<file path="src/rtl/core/kfls_pkg.sv">
// Shared types and constants of the keyframe linear sampler.
package kfls_pkg;
   localparam int TIME_W  = 32;
   localparam int VAL_W   = 32;
   localparam int SEG_W   = 6;
   localparam int COUNT_W = 7;

   typedef enum logic [0:0] {
      CMD_WRITE  = 1'b0,
      CMD_SAMPLE = 1'b1
   } cmd_type;

   // Controller -> datapath commands.
   typedef struct packed {
      logic write_key;   // store the request word
      logic latch_time;  // capture sample time
      logic rd_first;    // read slot 0
      logic rd_last;     // read slot count-1
      logic chk_first;   // compare time to key 0
      logic div_start;   // load divider
      logic div_step;    // one quotient bit
      logic mul_step;    // multiply one component
      logic load_held;   // take held value as result
      logic idx_inc;     // advance scan index
      logic idx_clr;     // clear scan index
   } kfls_cmd_type;

   // Datapath -> controller status.
   typedef struct packed {
      logic single;      // one key in use
      logic early;       // time at or before first key
      logic hit;         // time inside current segment
      logic scan_end;    // current segment is the last one
      logic div_done;    // quotient complete
      logic mul_done;    // all three components done
   } kfls_sts_type;
endpackage

</file>
<file path="src/rtl/core/kfls_ctrl.sv">
// Controller state machine of the keyframe linear sampler.
module kfls_ctrl (
   input  logic                  clock,
   input  logic                  reset,
   input  logic                  req_valid,
   output logic                  req_ready,
   input  kfls_pkg::cmd_type     req_cmd,
   output logic                  rsp_valid,
   input  logic                  rsp_ready,
   output logic                  csr_ready,
   output kfls_pkg::kfls_cmd_type cmd,
   input  kfls_pkg::kfls_sts_type sts
);
   import kfls_pkg::*;

   typedef enum logic [8:0] {
      S_IDLE  = 9'b000000001,
      S_RD0   = 9'b000000010,
      S_CHK0  = 9'b000000100,
      S_RDSEG = 9'b000001000,
      S_CHK   = 9'b000010000,
      S_DIV   = 9'b000100000,
      S_MUL   = 9'b001000000,
      S_RDL   = 9'b010000000,
      S_HOLD  = 9'b100000000
   } state_type;

   state_type state_ff, state_in;
   logic      rsp_valid_ff, rsp_valid_in;
   logic      done;

   assign req_ready = (state_ff == S_IDLE) && !rsp_valid_ff;
   assign csr_ready = req_ready;
   assign rsp_valid = rsp_valid_ff;

   always_comb begin
      state_in = state_ff;
      cmd      = '0;
      done     = 1'b0;
      unique case (state_ff)
         S_IDLE: begin
            cmd.idx_clr = 1'b1;
            if (req_valid && req_ready) begin
               if (req_cmd == CMD_WRITE) begin
                  cmd.write_key = 1'b1;
               end else begin
                  cmd.latch_time = 1'b1;
                  state_in = S_RD0;
               end
            end
         end
         S_RD0: begin
            cmd.rd_first = 1'b1;
            state_in = S_CHK0;
         end
         S_CHK0: begin
            cmd.chk_first = 1'b1;
            if (sts.single || sts.early) begin
               cmd.load_held = 1'b1;
               done = 1'b1;
               state_in = S_IDLE;
            end else begin
               state_in = S_RDSEG;
            end
         end
         S_RDSEG: begin
            // wait for the pair read at the scan index
            state_in = S_CHK;
         end
         S_CHK: begin
            if (sts.hit) begin
               cmd.div_start = 1'b1;
               state_in = S_DIV;
            end else if (sts.scan_end) begin
               state_in = S_RDL;
            end else begin
               cmd.idx_inc = 1'b1;
               state_in = S_RDSEG;
            end
         end
         S_DIV: begin
            cmd.div_step = 1'b1;
            if (sts.div_done) state_in = S_MUL;
         end
         S_MUL: begin
            cmd.mul_step = 1'b1;
            if (sts.mul_done) begin
               done = 1'b1;
               state_in = S_IDLE;
            end
         end
         S_RDL: begin
            cmd.rd_last = 1'b1;
            state_in = S_HOLD;
         end
         S_HOLD: begin
            cmd.load_held = 1'b1;
            done = 1'b1;
            state_in = S_IDLE;
         end
         default: state_in = S_IDLE;
      endcase
   end

   always_comb begin
      rsp_valid_in = rsp_valid_ff;
      if (rsp_valid_ff && rsp_ready) rsp_valid_in = 1'b0;
      if (done) rsp_valid_in = 1'b1;
   end

   always_ff @(posedge clock) begin
      if (reset) begin
         state_ff     <= S_IDLE;
         rsp_valid_ff <= 1'b0;
      end else begin
         state_ff     <= state_in;
         rsp_valid_ff <= rsp_valid_in;
      end
   end
endmodule

</file>
<file path="config.mk">
export PLATFORM = sky130hd
export DESIGN_NAME = kfls_ctrl
export DESIGN_NICKNAME = d
export VERILOG_FILES = /design/src/rtl/core/kfls_pkg.sv /design/src/rtl/core/kfls_ctrl.sv
export SDC_FILE = /design/constraint.sdc
export NUM_CORES = 1
export LEC_CHECK = 0
export ABC_CLOCK_PERIOD_IN_PS = 1900
export CORE_AREA = 2 2 41 43
export CTS_BUF_LIST = sky130_fd_sc_hd__clkbuf_4 sky130_fd_sc_hd__clkbuf_8
export DETAILED_ROUTE_END_ITERATION = 8
export DIE_AREA = 0 0 43 45
export DONT_BUFFER_PORTS = 1
export PLACE_DENSITY_LB_ADDON = 0.15
export SLEW_MARGIN = 20
export SYNTH_ARGS = -nofsm -noshare
export SYNTH_HDL_FRONTEND = slang
export SYNTH_SLANG_ARGS = --single-unit
export TNS_END_PERCENT = 1
</file>
<file path="constraint.sdc">
create_clock -name clock -period 1.9 [get_ports clock]
set_input_delay 0.19 -clock clock [delete_from_list [all_inputs] [get_ports clock]]
set_output_delay 0.19 -clock clock [all_outputs]
set_load 0.02 [all_outputs]
</file>
Word level (Yosys, flattened, before mapping)

Index checks and enable logic that the tools add are counted.

Bits in registers: 10
Input port bits: 11
Output and inout port bits: 14
Logic and storage cells: 51

Equality and inequality tests: 13
Mux-type cells: 29
Reduce and logical (&&, ||, !) cells: 7

Operators by type and width:

| cell               | count |
|---|---|
| $pmux 9 s8         | 1 |
| $mux 9             | 5 |
| $mux 1             | 17 |
| $eq 9x1->1 const B | 1 |
| $eq 9x2->1 const B | 1 |
| $eq 9x3->1 const B | 1 |
| $eq 9x4->1 const B | 1 |
| $eq 9x5->1 const B | 1 |
| $eq 9x6->1 const B | 1 |
| $eq 9x7->1 const B | 1 |
| $eq 9x8->1 const B | 1 |
| $eq 9x9->1 const B | 1 |
| $mux 8             | 1 |
| $ne 2x2->1 const B | 3 |
| $mux 2             | 2 |
| $mux 4             | 1 |
| $reduce_and 4->1   | 1 |
| $logic_and 1x1->1  | 3 |
| $pmux 1 s3         | 1 |
| $ne 2x1->1 const B | 1 |
| $pmux 1 s2         | 1 |
| $reduce_bool 2->1  | 1 |
| $logic_not 1->1    | 1 |
| $logic_or 1x1->1   | 1 |

Longest topological paths before layout

Gate-level depths: netlist (run 1).

Depth in word-level cells: 5
Depth in mapped cells: 6
Gate-level depth less buffers: 5

Worst setup path before layout (run 1)

OpenSTA, ideal clock, no wires.

Path kind: reg-to-output
From: reg state_ff[4]
To: out cmd[10] in the netlist's numbering
Arrival: 1.778 ns
Required time: 1.710 ns
Path slack: -0.068 ns
Cell stages (with the launch flop): 4
Path buffers: 0
Cell sequence: dfxtp_1 -> nor4_2 -> nand3_1 -> nor4b_1

RTL lines:

| element                | line             | text |
|---|---|---|
| from (decl)            | kfls_ctrl.sv:28  | `state_type state_ff, state_in;` |
| from (signal assigned) | kfls_ctrl.sv:116 | `state_ff <= state_in;` |
| to (decl)              | kfls_ctrl.sv:11  | `output kfls_pkg::kfls_cmd_type cmd,` |

==> metrics.md, run 1 <==
| Metric | Value |
|---|---|
| Run status | `completed` |
| Post-DP HPWL | `1.10 mm` |
| Synth area leader | `sky130_fd_sc_hd__dfxtp_1` |
| Number of global-route vias before repair | `612` |
| Power per Cell Area | `922 mW/mm2` |
| Worst clock skew | `0.00137 ns` |
| Maximum clock rate | `534 MHz` |
| Overall power consumption | `757 uW` |
| Pin count of the biggest net entering global routing | `12` |
| Biggest fanout along the worst timing path | `7` |
| CTS tree | `yes` |
| Number of distinct library cells after synthesis | `38` |
| Synth-to-layout area growth | `16.9%` |
| Die width | `43 um` |
| Sort of element at the end of the critical path | `output port` |
| Top cell type's share of synthesized area | `28.5%` |
| DR pass1 iterations | `5` |
| DRC violations left | `0` |
| Shortest period the worst path allows | `1.87 ns` |
| Worst path cell trace | `nor4_4 -> nand4b_1 -> or3_1 -> inv_2` |
| Peak supply drop | `0.000695 V` |
| Share of post-route cells with drive strength above 1 | `37.4%` |
| Max incr delay on CP | `0.38 ns` |
| Count of nets after finishing | `103` |
| Area of the placeable core | `0.00147 mm2` |
| Normalized max-slew margin | `76.5%` |
| Worst-path cell with the longest stage delay | `sky130_fd_sc_hd__nor4_4` |
| Mean Syn Cell Area | `8.77 um2` |
| Max_cap viols | `0` |
| Boundary Pins | `25` |
| Critical path type | `register to output port` |
| DR vias | `634` |
| Top post-synthesis cells by area | `sky130_fd_sc_hd__dfxtp_1 (29%), sky130_fd_sc_hd__nor2_1 (5.9%), sky130_fd_sc_hd__nor3b_1 (5.3%), sky130_fd_sc_hd__bufbuf_16 (4.6%), sky130_fd_sc_hd__nor3_1 (3.6%)` |
| Element type at the critical path start | `register` |
| Syn nets | `91` |
| Root buf cell | `sky130_fd_sc_hd__clkbuf_4` |
| N_diodes | `0` |
| Worst slew pin tran | `0.352 ns` |
| Initial core utilization | `47.7%` |
| Final count of hold timing violations | `0` |
| Die outline area | `0.00194 mm2` |
| Total number of yosys warnings | `0` |
| Total GRT Usage | `17.3%` |
| Worst-case setup slack after placement | `0.179 ns` |
| Synthesized instance count | `80` |
| Mean number of vias per cell | `5.93` |
| Hold Path Class | `input pin to register` |
| Number of fill cells | `132` |
| Final weighted congestion in routability-driven placement | `0.778` |
| Buffer depth of the longest clock path | `2` |
| Pleak | `0.000325 uW` |
| Total Wirelength | `1.56 mm` |
| Number of antenna violations at the first check in global routing | `0` |
| Post-route setup slack | `0.0262 ns` |
| Number of buffers inserted by port buffering | `0` |
| Clock Pin Slew Worst Setup and Hold Paths | `0.07 ns` |
| Antenna-violating nets left | `0` |
| Part of the Yosys area used for sequential elements | `28.5%` |
| Clock buffers created by TritonCTS | `3` |
| Required time worst endpoint | `1.71 ns` |
| Number of levels the H-tree was split into | `1` |
| Post-synth design cell area | `702 um2` |
| Flip-flop and latch count after synthesis | `10` |
| Starting DRT DRC Count | `16` |
| Arrival @ worst endpoint | `1.68 ns` |
| First-pass GRT wire length | `2.46 mm` |
| Finish-stage setup viols | `0` |
| Remaining global-route overflow | `0` |
| Max Slew Vio Count | `0` |
| Unrepaired setup endpoints after global routing | `yes` |
| Post-route fraction of the period consumed by the critical path | `98.6%` |
| Clock latency reported for the late side of the worst-skew pair | `0.27 ns` |
| Row count | `14` |
| Average wire per standard cell | `14.6 um` |
| Total number of clock tree sinks | `10` |
| Height of the chip | `45 um` |
-- layout by cell type (no fill, tap or decap) --
cell                            synthesis  layout
sky130_fd_sc_hd__nor4b_2                1       2
sky130_fd_sc_hd__nor3_1                 5       5
sky130_fd_sc_hd__and4b_1                1       1
sky130_fd_sc_hd__nor3b_1                5       2
sky130_fd_sc_hd__o31a_2                 1       1
sky130_fd_sc_hd__a21oi_1                4       4
sky130_fd_sc_hd__nand3_2                0       1
sky130_fd_sc_hd__a311oi_1               1       1
sky130_fd_sc_hd__o21bai_1               1       1
sky130_fd_sc_hd__xor2_1                 1       1
sky130_fd_sc_hd__o22ai_2                1       1
sky130_fd_sc_hd__nor4_1                 2       2
sky130_fd_sc_hd__clkbuf_8               1       1
sky130_fd_sc_hd__and3_2                 2       2
sky130_fd_sc_hd__or3_1                  1       1
sky130_fd_sc_hd__buf_4                  1       9
sky130_fd_sc_hd__dfxtp_1               10       8
sky130_fd_sc_hd__or2_2                  1       1
sky130_fd_sc_hd__nand4b_1               2       2
sky130_fd_sc_hd__nor3b_2                0       3
sky130_fd_sc_hd__a32oi_1                1       1
sky130_fd_sc_hd__mux2i_1                1       1
sky130_fd_sc_hd__nand2_2                2       2
sky130_fd_sc_hd__clkbuf_4               0       3
sky130_fd_sc_hd__nand2_1                4       4
sky130_fd_sc_hd__mux2_2                 1       1
sky130_fd_sc_hd__inv_2                  0       1
sky130_fd_sc_hd__o21ai_0                2       2
sky130_fd_sc_hd__dfxtp_2                0       2
sky130_fd_sc_hd__a211oi_1               1       1
sky130_fd_sc_hd__and2b_1                1       1
sky130_fd_sc_hd__nor4_4                 1       2
sky130_fd_sc_hd__nor2_2                 0       1
sky130_fd_sc_hd__o2111ai_1              1       1
sky130_fd_sc_hd__nand3b_1               1       1
sky130_fd_sc_hd__and4b_2                1       1
sky130_fd_sc_hd__inv_1                  5       4
sky130_fd_sc_hd__nand2b_1               1       1
sky130_fd_sc_hd__nor2_1                11      10
sky130_fd_sc_hd__dlygate4sd3_1          0       2
-- area by class of cell --
type | count | area [um2] | share of cell area, %
repair buffers | 11 | 87.6 | 10.7
clock buffers | 4 | 36.3 | 4.42
inverters | 5 | 18.8 | 2.29
well taps | 16 | 20.0 | 2.44
flip-flops and latches | 10 | 203 | 24.7
multi-input cells | 61 | 455 | 55.5
-- flip-flops by register name (all words and copies together), names as in the netlist --
| register | count |
|---|---|
| rsp_valid | 1 |
| state_ff | 9 |
-- Yosys cell counts --
cell and n:
sky130_fd_sc_hd__nor4_2 1, sky130_fd_sc_hd__nor4_4 1, sky130_fd_sc_hd__and4b_2 1, sky130_fd_sc_hd__a311oi_1 1
sky130_fd_sc_hd__buf_6 1, sky130_fd_sc_hd__and4b_1 1, sky130_fd_sc_hd__nor3b_1 5, sky130_fd_sc_hd__mux2_2 1
sky130_fd_sc_hd__inv_1 5, sky130_fd_sc_hd__o22ai_2 1, sky130_fd_sc_hd__bufbuf_16 1, sky130_fd_sc_hd__nor3_1 5
sky130_fd_sc_hd__buf_4 1, sky130_fd_sc_hd__a21oi_1 4, sky130_fd_sc_hd__nand2b_1 1, sky130_fd_sc_hd__nand3_1 1
sky130_fd_sc_hd__or3_1 1, sky130_fd_sc_hd__clkbuf_8 1, sky130_fd_sc_hd__nor2_1 11, sky130_fd_sc_hd__a211oi_1 1
sky130_fd_sc_hd__mux2i_1 1, sky130_fd_sc_hd__dfxtp_1 10, sky130_fd_sc_hd__a32oi_1 1, sky130_fd_sc_hd__o31a_2 1
sky130_fd_sc_hd__o21bai_1 1, sky130_fd_sc_hd__nor4b_1 1, sky130_fd_sc_hd__nand3b_1 1, sky130_fd_sc_hd__o2111ai_1 1
sky130_fd_sc_hd__and2b_1 1, sky130_fd_sc_hd__and3_2 2, sky130_fd_sc_hd__nand4b_1 2, sky130_fd_sc_hd__or2_2 1
sky130_fd_sc_hd__o21ai_0 2, sky130_fd_sc_hd__xor2_1 1, sky130_fd_sc_hd__nand2_2 2, sky130_fd_sc_hd__nand2_1 4
sky130_fd_sc_hd__nor4b_2 1, sky130_fd_sc_hd__nor4_1 2
-- report_power, final --
group / switching (uW) / internal [uW] / total (uW) / leakage [uW]
sequential: 32.3 / 226 / 258 / 0.0000818
combinational: 180 / 120 / 300 / 0.000222
clock: 82.0 / 116 / 198 / 0.0000210
-- path summary, 6_finish.rpt --
kind	start	end	slack [ns]	cells past startpoint
max	state_ff[1]	cmd[1]	0.03	4
min	reset	state_ff[0]	0.03	1
max reg2reg	state_ff[6]	state_ff[7]	0.25	5
min reg2reg	state_ff[1]	state_ff[2]	0.57	2
-- through the flow --
stage               setup TNS [ns]  utilization (%)  std cells  instance area [um2]  hold WS, ns
finish                           0             55.8        107                  821       0.0313
global route               -0.0430             55.8        107                  821       0.0398
CTS                              0             53.7        107                  791       0.0352
detailed placement               0             48.6         99                  716        0.262
global placement                 0             48.6         99                  716        0.263
floorplan                        0                -         80                  708        0.259
-- kinds of logic (layout without fill, tap and decap cells) --
logic type	after synthesis	count (layout)	synth area share (%)
compound gates	13	13	13.4
flops	10	10	28.5
mux	2	2	3.03
xor+xnor	1	1	1.25
buf+inv	9	20	11.9
simple gates	45	45	41.9
-- repair_timing --
item                                   4_1_cts  5_1_grt
setup buffers                                2        0
endpoints found under the hold margin        5        0
resized for setup                            3        6
hold buffers                                 2        0
pin swaps                                    2        1
setup endpoints to repair                    1        5
-- critical path, delay by kind of cell (launching register included) --
family | cells | cell delay (ns)
DFF | 1 | 0.37
and+or+nand+nor | 3 | 0.93
buffers and inverters | 1 | 0.12
-- metal layers --
layer,share of wire (%),track usage (%),vias to the layer above
met5,0,0,-
met4,1.9,10.9,0
met3,9.2,4.00,4
met2,42,27.3,30
met1,47,21.4,285
li1,-,-,315
No activity file was read; power rests on OpenSTA's default activity.
==> run 2: changes to the inputs <==
--- a/config.mk
+++ b/config.mk
@@ -6,8 +6,9 @@
 export NUM_CORES = 1
 export LEC_CHECK = 0
 export ABC_CLOCK_PERIOD_IN_PS = 1900
+export CAP_MARGIN = 20
 export CORE_AREA = 2 2 41 43
-export CTS_BUF_LIST = sky130_fd_sc_hd__clkbuf_4 sky130_fd_sc_hd__clkbuf_8
+export CTS_BUF_LIST = sky130_fd_sc_hd__clkbuf_8
 export DETAILED_ROUTE_END_ITERATION = 8
 export DIE_AREA = 0 0 43 45
 export DONT_BUFFER_PORTS = 1
==> run 2 against run 1 <==
Effect of this change:
- the flow now finishes with violations (negative setup slack)
- global-route usage increased by 0.084 points
- maximum frequency decreased by 1.9%
- critical path depth unchanged
- cell count decreased by 1.9%
- combinational power decreased by 4%
- clock skew increased by 0.00051 ns
- count of clock-buffer cells in the layout unchanged
- utilization decreased by 1.2 points
- non-clock buffer count decreased by 2
- sequential share of layout area increased by 0.23 points
- sequential cell count unchanged
- hold slack got worse by 0.017 ns
==> metrics.md, run 2 (synthesis gave the netlist of run 1 again) <==
| Metric | Value |
|---|---|
| Post-DP HPWL | `1.10 mm (unchanged)` |
| Clock buffers created by TritonCTS | `3 (unchanged)` |
| Mean number of vias per cell | `5.83 (-1.6%)` |
| Number of global-route vias before repair | `603 (-1.5%)` |
| Run status | `complete, but fails checks` |
| Shortest period the worst path allows | `1.91 ns (+0.0358 ns)` |
| Post-route fraction of the period consumed by the critical path | `101% (+1.9 points)` |
| Starting DRT DRC Count | `11 (-5)` |
| N_diodes | `0 (unchanged)` |
| DR pass1 iterations | `4 (-1)` |
| Row count | `14 (unchanged)` |
| Worst clock skew | `0.00188 ns (+0.000505 ns)` |
| Cts hold-fix bufs | `0 (-2)` |
| Remaining global-route overflow | `0 (unchanged)` |
| Die width | `43 um (unchanged)` |
| Initial core utilization | `47.7% (unchanged)` |
| Final hold slack | `0.0140 ns (-0.0173 ns)` |
| Detail Route met2 WL | `632 um (-3.4%)` |
| Post-route setup slack | `-0.00957 ns (-0.0358 ns)` |
| DR vias | `612 (-3.5%)` |
| Hold Path Class | `input pin to register` |
| Biggest fanout along the worst timing path | `7 (unchanged)` |
| CTS tree | `yes` |
| Launching instance or port of the critical path | `state_ff[1]` |
| Required time worst endpoint | `1.71 ns (about the same)` |
| Overall power consumption | `816 uW (+7.9%)` |
| Final weighted congestion in routability-driven placement | `0.778 (unchanged)` |
| Terminating pin of the worst hold path | `state_ff[7]` |
| Number of antenna violations at the first check in global routing | `0 (unchanged)` |
| Number of buffers inserted by port buffering | `0 (unchanged)` |
| DRC violations left | `0 (unchanged)` |
| Met1 routed wirelength after detailed routing | `735 um (+0.27%)` |
| Total GRT Usage | `17.4% (+0.084 points)` |
| Normalized max-slew margin | `73.7% (-2.8 points)` |
| Terminus of the critical flop-to-flop path | `state_ff[2]` |
| Worst-case setup slack after placement | `0.179 ns (unchanged)` |
| Arrival @ worst endpoint | `1.72 ns (+0.04 ns)` |
| Commonest cells after routing, fill and taps aside | `sky130_fd_sc_hd__nor2_1 (10), sky130_fd_sc_hd__dfxtp_1 (10), sky130_fd_sc_hd__buf_4 (9), sky130_fd_sc_hd__nor3_1 (5)` |
| Count of non-filler cells in the finished layout | `105 (-1.9%)` |
| Max_cap viols | `0 (unchanged)` |
| Unrepaired setup endpoints after global routing | `yes` |
| Metal3 WL | `126 um (-13%)` |
| Worst slew pin tran | `0.394 ns (+0.0417 ns)` |
| Sort of element at the end of the critical path | `output port` |
| Count of nets after finishing | `101 (-1.9%)` |
| Power per Cell Area | `1020 mW/mm2 (+10%)` |
| Antenna-violating nets left | `0 (unchanged)` |
| Root buf cell | `sky130_fd_sc_hd__clkbuf_8` |
| Number of fill cells | `140 (+6.1%)` |
| Element type at the critical path start | `register` |
| Share of post-route cells with drive strength above 1 | `34.8% (-2.5 points)` |
| Clock latency reported for the late side of the worst-skew pair | `0.24 ns (-0.03 ns)` |
| Origin of the critical flop-to-flop path | `state_ff[1]` |
| Synth-to-layout area growth | `14.4%` |
| Area of the placeable core | `0.00147 mm2 (unchanged)` |
| Max Slew Vio Count | `0 (unchanged)` |
| Height of the chip | `45 um (unchanged)` |
| Cells on worst reg2reg path | `5 (unchanged)` |
| Placed cell count | `99 (unchanged)` |
| Maximum clock rate | `524 MHz (-1.9%)` |
| Pleak | `0.000313 uW (-3.8%)` |
| First-pass GRT wire length | `2.44 mm (-1.1%)` |
| Final count of hold timing violations | `0 (unchanged)` |
| Setup slack of the worst register-to-register path | `0.17 ns (-0.08 ns)` |
| Reg with most FFs | `state_ff` |
| Average wire per standard cell | `14.5 um (-0.51%)` |
| Total Wirelength | `1.53 mm (-2.4%)` |
| Number of cells on the worst hold path | `1 (unchanged)` |
| Die outline area | `0.00194 mm2 (unchanged)` |
| Total number of clock tree sinks | `10 (unchanged)` |
| Highest routing layer actually used | `met4` |
| Violations in the final reports | `negative setup slack` |
| Number of flip-flops in the largest register | `9 (unchanged)` |
| Pin count of the biggest net entering global routing | `12 (unchanged)` |
| Finish-stage setup viols | `1 (+1)` |
| Peak supply drop | `0.000792 V (+14%)` |
| Boundary Pins | `25 (unchanged)` |
| Source of the worst hold timing path | `sts[3]` |
| Buffer depth of the longest clock path | `2 (unchanged)` |
| Critical path type | `register to output port` |
| Number of levels the H-tree was split into | `1 (unchanged)` |
| Clock Pin Slew Worst Setup and Hold Paths | `0.05 ns (-0.02 ns)` |
## run 2: cell count changes in the layout (fill, tap and decap cells not counted), sizes merged
cell and delta:
dlygate4sd3 -2
## run 2: worst max path at each step
| stage | end |
|---|---|
| floorplan | req_ready |
| global placement | cmd[1] |
| detailed placement | cmd[1] |
| CTS | cmd[5] |
| global route | cmd[1] |
| finish | cmd[1] |
## run 2: routing by layer
layer,GRT usage [%],vias up
met5,0,-
met4,12.7,0
met3,5.20,4
met2,26.4,25
met1,20.9,272
li1,-,311
## run 2: final cells by class
cell class	instances	area (um2)	area share (%)
clock buffer	4	55.1	6.85
tap	16	20.0	2.49
timing repair buffer	9	67.6	8.41
sequential	10	200	24.9
inverter	5	18.8	2.34
multi-input combinational	61	442	55.0
## run 2: power by group
group	total, uW	internal (uW)	leakage [uW]	switching, uW
Sequential	257	225	0.0000810	32.5
Combinational	288	114	0.000203	174
Clock	270	182	0.0000288	87.8
Total	816	521	0.000313	295
## run 2: metrics by stage
step	area (um2)	utilization [%]	TNS, ns
floorplan	708	-	0
global placement	716	48.6	0
detailed placement	716	48.6	0
CTS	786	53.4	0
global route	803	54.6	-0.0962
finish	803	54.6	-0.00957
## run 2: worst max-delay path: stages, from the launching register on
cell,delay [ns]
sky130_fd_sc_hd__dfxtp_1,0.39
sky130_fd_sc_hd__nor4_4,0.42
sky130_fd_sc_hd__nand4b_1,0.18
sky130_fd_sc_hd__or3_1,0.37
sky130_fd_sc_hd__inv_2,0.12
## run 2: repair_timing
| action | 4_1_cts | 5_1_grt |
|---|---|---|
| setup buffers | 2 | 0 |
| endpoints found under the setup margin | 1 | 6 |
| endpoints found under the hold margin | 0 | 0 |
| resized for setup | 1 | 4 |
| pin swaps | 2 | 0 |
==> run 3: changes to the inputs <==
--- a/config.mk
+++ b/config.mk
@@ -5,7 +5,7 @@
 export SDC_FILE = /design/constraint.sdc
 export NUM_CORES = 1
 export LEC_CHECK = 0
-export ABC_CLOCK_PERIOD_IN_PS = 1900
+export ABC_CLOCK_PERIOD_IN_PS = 2300
 export CAP_MARGIN = 20
 export CORE_AREA = 2 2 41 43
 export CTS_BUF_LIST = sky130_fd_sc_hd__clkbuf_8
==> constraint.sdc (replaced) <==
create_clock -name clock -period 2.3 [get_ports clock]
set_input_delay 0.23 -clock clock [delete_from_list [all_inputs] [get_ports clock]]
set_output_delay 0.23 -clock clock [all_outputs]
set_load 0.02 [all_outputs]
==> run 3 against run 2 <==
Effect of this change:
- sequential cell count did not move
- non-clock buffer count down 3
- clock power decreased by 17%
- largest cell class unchanged
- sequential share of layout area up 1.5 points
- wire length down 1.8%
- highest routed layer unchanged
- count of clock-buffer cells in the layout stayed put
- combinational power shrank 25%
- critical path depth stayed put
- the flow now finishes without violations
- hold slack gained 0.041 ns
==> metrics.md, run 3 (synthesis gave the netlist of run 1 again) <==
| Metric | Value |
|---|---|
| Accumulated negative setup slack | `0 ns (+0.00957 ns)` |
| Final weighted congestion in routability-driven placement | `0.763 (-1.9%)` |
| Antenna-violating nets left | `0 (unchanged)` |
| Normalized max-slew margin | `70.6% (-3.1 points)` |
| Count of nets after finishing | `98 (-3.0%)` |
| Unrepaired setup endpoints after global routing | `no` |
| Remaining global-route overflow | `0 (unchanged)` |
| Arrival @ worst endpoint | `1.81 ns (+0.09 ns)` |
| Commonest cells after routing, fill and taps aside | `sky130_fd_sc_hd__nor2_1 (11), sky130_fd_sc_hd__dfxtp_1 (10), sky130_fd_sc_hd__buf_4 (6)` |
| Share of post-route cells with drive strength above 1 | `25.6% (-9.3 points)` |
| Row count | `14 (unchanged)` |
| DRC violations left | `0 (unchanged)` |
| Element type at the critical path start | `register` |
| Multi-input gate area | `418 um2 (-5.4%)` |
| Synth-to-layout area growth | `7.84%` |
| Most common cell after layout, fill and taps aside | `sky130_fd_sc_hd__nor2_1` |
| Number of cells on the worst hold path | `1 (unchanged)` |
| Maximum clock rate | `490 MHz` |
| Clock buffers created by TritonCTS | `3 (unchanged)` |
| Post-DP HPWL | `1.15 mm (+4.6%)` |
| Number of fill cells | `145 (+3.6%)` |
| CTS tree | `yes` |
| Sort of element at the end of the critical path | `output port` |
| Worst path cell trace | `nor4_4 -> nand4b_1 -> or3_1 -> inv_1` |
| Peak supply drop | `0.000475 V (-40%)` |
| Total GRT Usage | `18.0% (+0.61 points)` |
| Number of levels the H-tree was split into | `1 (unchanged)` |
| Final count of hold timing violations | `0 (unchanged)` |
| Worst clock skew | `0.00252 ns (+0.000639 ns)` |
| Number of global-route vias before repair | `556 (-7.8%)` |
| Initial core utilization | `47.7% (unchanged)` |
| Boundary Pins | `25 (unchanged)` |
| Average wire per standard cell | `14.7 um (+1.1%)` |
| Starting DRT DRC Count | `6 (-5)` |
| Required time worst endpoint | `2.07 ns (+0.36 ns)` |
| Number of antenna violations at the first check in global routing | `0 (unchanged)` |
| Switching power summed over all nets | `237 uW (-20%)` |
| Part of the total power dissipated in the clock network | `34.3% (+1.2 points)` |
| CP bufs+invs | `1 (unchanged)` |
| Worst-path cell with the longest stage delay | `sky130_fd_sc_hd__nor4_4` |
| Buffer depth of the longest clock path | `2 (unchanged)` |
| Clock latency reported for the late side of the worst-skew pair | `0.24 ns (about the same)` |
| Total number of cells along the worst setup path | `4 (unchanged)` |
| Max Slew Vio Count | `0 (unchanged)` |
| Cts hold-fix bufs | `0 (unchanged)` |
| Reg with most FFs | `state_ff` |
| Fin util | `51.4% (-3.1 points)` |
| Hold Path Class | `input pin to register` |
| Register area | `200 um2 (unchanged)` |
| Pin count of the biggest net entering global routing | `12 (unchanged)` |
| Top delay family on crit path | `simple AND/OR/NAND/NOR gates` |
| Root buf cell | `sky130_fd_sc_hd__clkbuf_8` |
| Shortest period the worst path allows | `2.04 ns` |
| Cells on worst reg2reg path | `5 (unchanged)` |
| Mean number of vias per cell | `5.90 (+1.3%)` |
| N_diodes | `0 (unchanged)` |
| Total of cells resized after clock tree synthesis | `0 (-1)` |
| DR vias | `602 (-1.6%)` |
| Biggest fanout along the worst timing path | `8 (+1)` |
| Number of flip-flops in the largest register | `9 (unchanged)` |
| Worst slew pin tran | `0.439 ns (+0.0458 ns)` |
| Cell Int Power | `415 uW (-20%)` |
| Area of the placeable core | `0.00147 mm2 (unchanged)` |
| Fraction of power consumed by combinational cells | `33.0% (-2.3 points)` |
| Final hold slack | `0.0553 ns (+0.0413 ns)` |
| Max_cap viols | `0 (unchanged)` |
| Total number of clock tree sinks | `10 (unchanged)` |
| First-pass GRT wire length | `2.47 mm (+1.4%)` |
| Critical path type | `register to output port` |
| Run status | `completed` |
| Die outline area | `0.00194 mm2 (unchanged)` |
| Pleak | `0.000296 uW (-5.1%)` |
| Power per Cell Area | `861 mW/mm2 (-15%)` |
| DR pass1 iterations | `4 (unchanged)` |
| Max incr delay on CP | `0.41 ns (about the same)` |
| Clock Pin Slew Worst Setup and Hold Paths | `0.05 ns (about the same)` |
| Post-route fraction of the period consumed by the critical path | `88.7%` |
| Finish-stage setup viols | `0 (-1)` |
| Height of the chip | `45 um (unchanged)` |
| Total Wirelength | `1.50 mm (-1.8%)` |
| Die width | `43 um (unchanged)` |
| Proportion of total power due to net switching | `36.4% (+0.26 points)` |
| Number of buffers inserted by port buffering | `0 (unchanged)` |
| Post-CTS setup buffer count | `0 (-2)` |
| Part of the power in registers | `32.8% (+1.3 points)` |
==> run 3: power groups by stage <==
| stage | Sequential, uW | Combinational [uW] | Clock (uW) |
|---|---|---|---|
| 2_1_floorplan | 210 | 188 | 0 |
| 3_3_place_gp | 216 | 215 | 0 |
| 3_5_place_dp | 217 | 215 | 0 |
| 4_1_cts | 213 | 216 | 230 |
| 5_1_grt | 216 | 233 | 237 |
| 6_report | 214 | 215 | 224 |
==> run 3: routing by layer <==
| layer | track usage, % | vias to the layer above | wire (um) |
|---|---|---|---|
| met5 | 0 | - | 0 |
| met4 | 12.7 | 0 | 42 |
| met3 | 6.00 | 5 | 151 |
| met2 | 27.3 | 26 | 618 |
| met1 | 21.5 | 265 | 685 |
| li1 | - | 306 | - |
==> run 3: worst paths after layout <==
check         startpoint           to  slack [ns]
max reg2reg  state_ff[5]  state_ff[7]        0.58
max          state_ff[3]       cmd[1]        0.26
min                reset    rsp_valid        0.06
min reg2reg  state_ff[3]  state_ff[4]        0.55
==> run 3: worst register-to-register path, cell delays in order (launching register included) <==
cell and delay, ns:
sky130_fd_sc_hd__dfxtp_1 0.52, sky130_fd_sc_hd__nor3b_1 0.10, sky130_fd_sc_hd__a21oi_1 0.24, sky130_fd_sc_hd__o22ai_2 0.17, sky130_fd_sc_hd__or2_2 0.36, sky130_fd_sc_hd__nor4b_2 0.23
==> run 3: layout make-up <==
| type | count | area share (%) |
|---|---|---|
| clock buffers | 4 | 7.27 |
| inverters | 5 | 2.48 |
| multi-input cells | 61 | 55.2 |
| flip-flops and latches | 10 | 26.4 |
| well taps | 16 | 2.64 |
| repair buffers | 6 | 5.95 |
==> run 3: stage by stage <==
step	cells	instance area, um2	setup WS (ns)	power (uW)
final	102	757	0.260	652
after global routing	102	757	0.149	686
after floorplan	80	702	0.292	398
after global placement	98	702	0.563	431
after CTS	102	757	0.258	659
after detailed placement	98	702	0.529	432
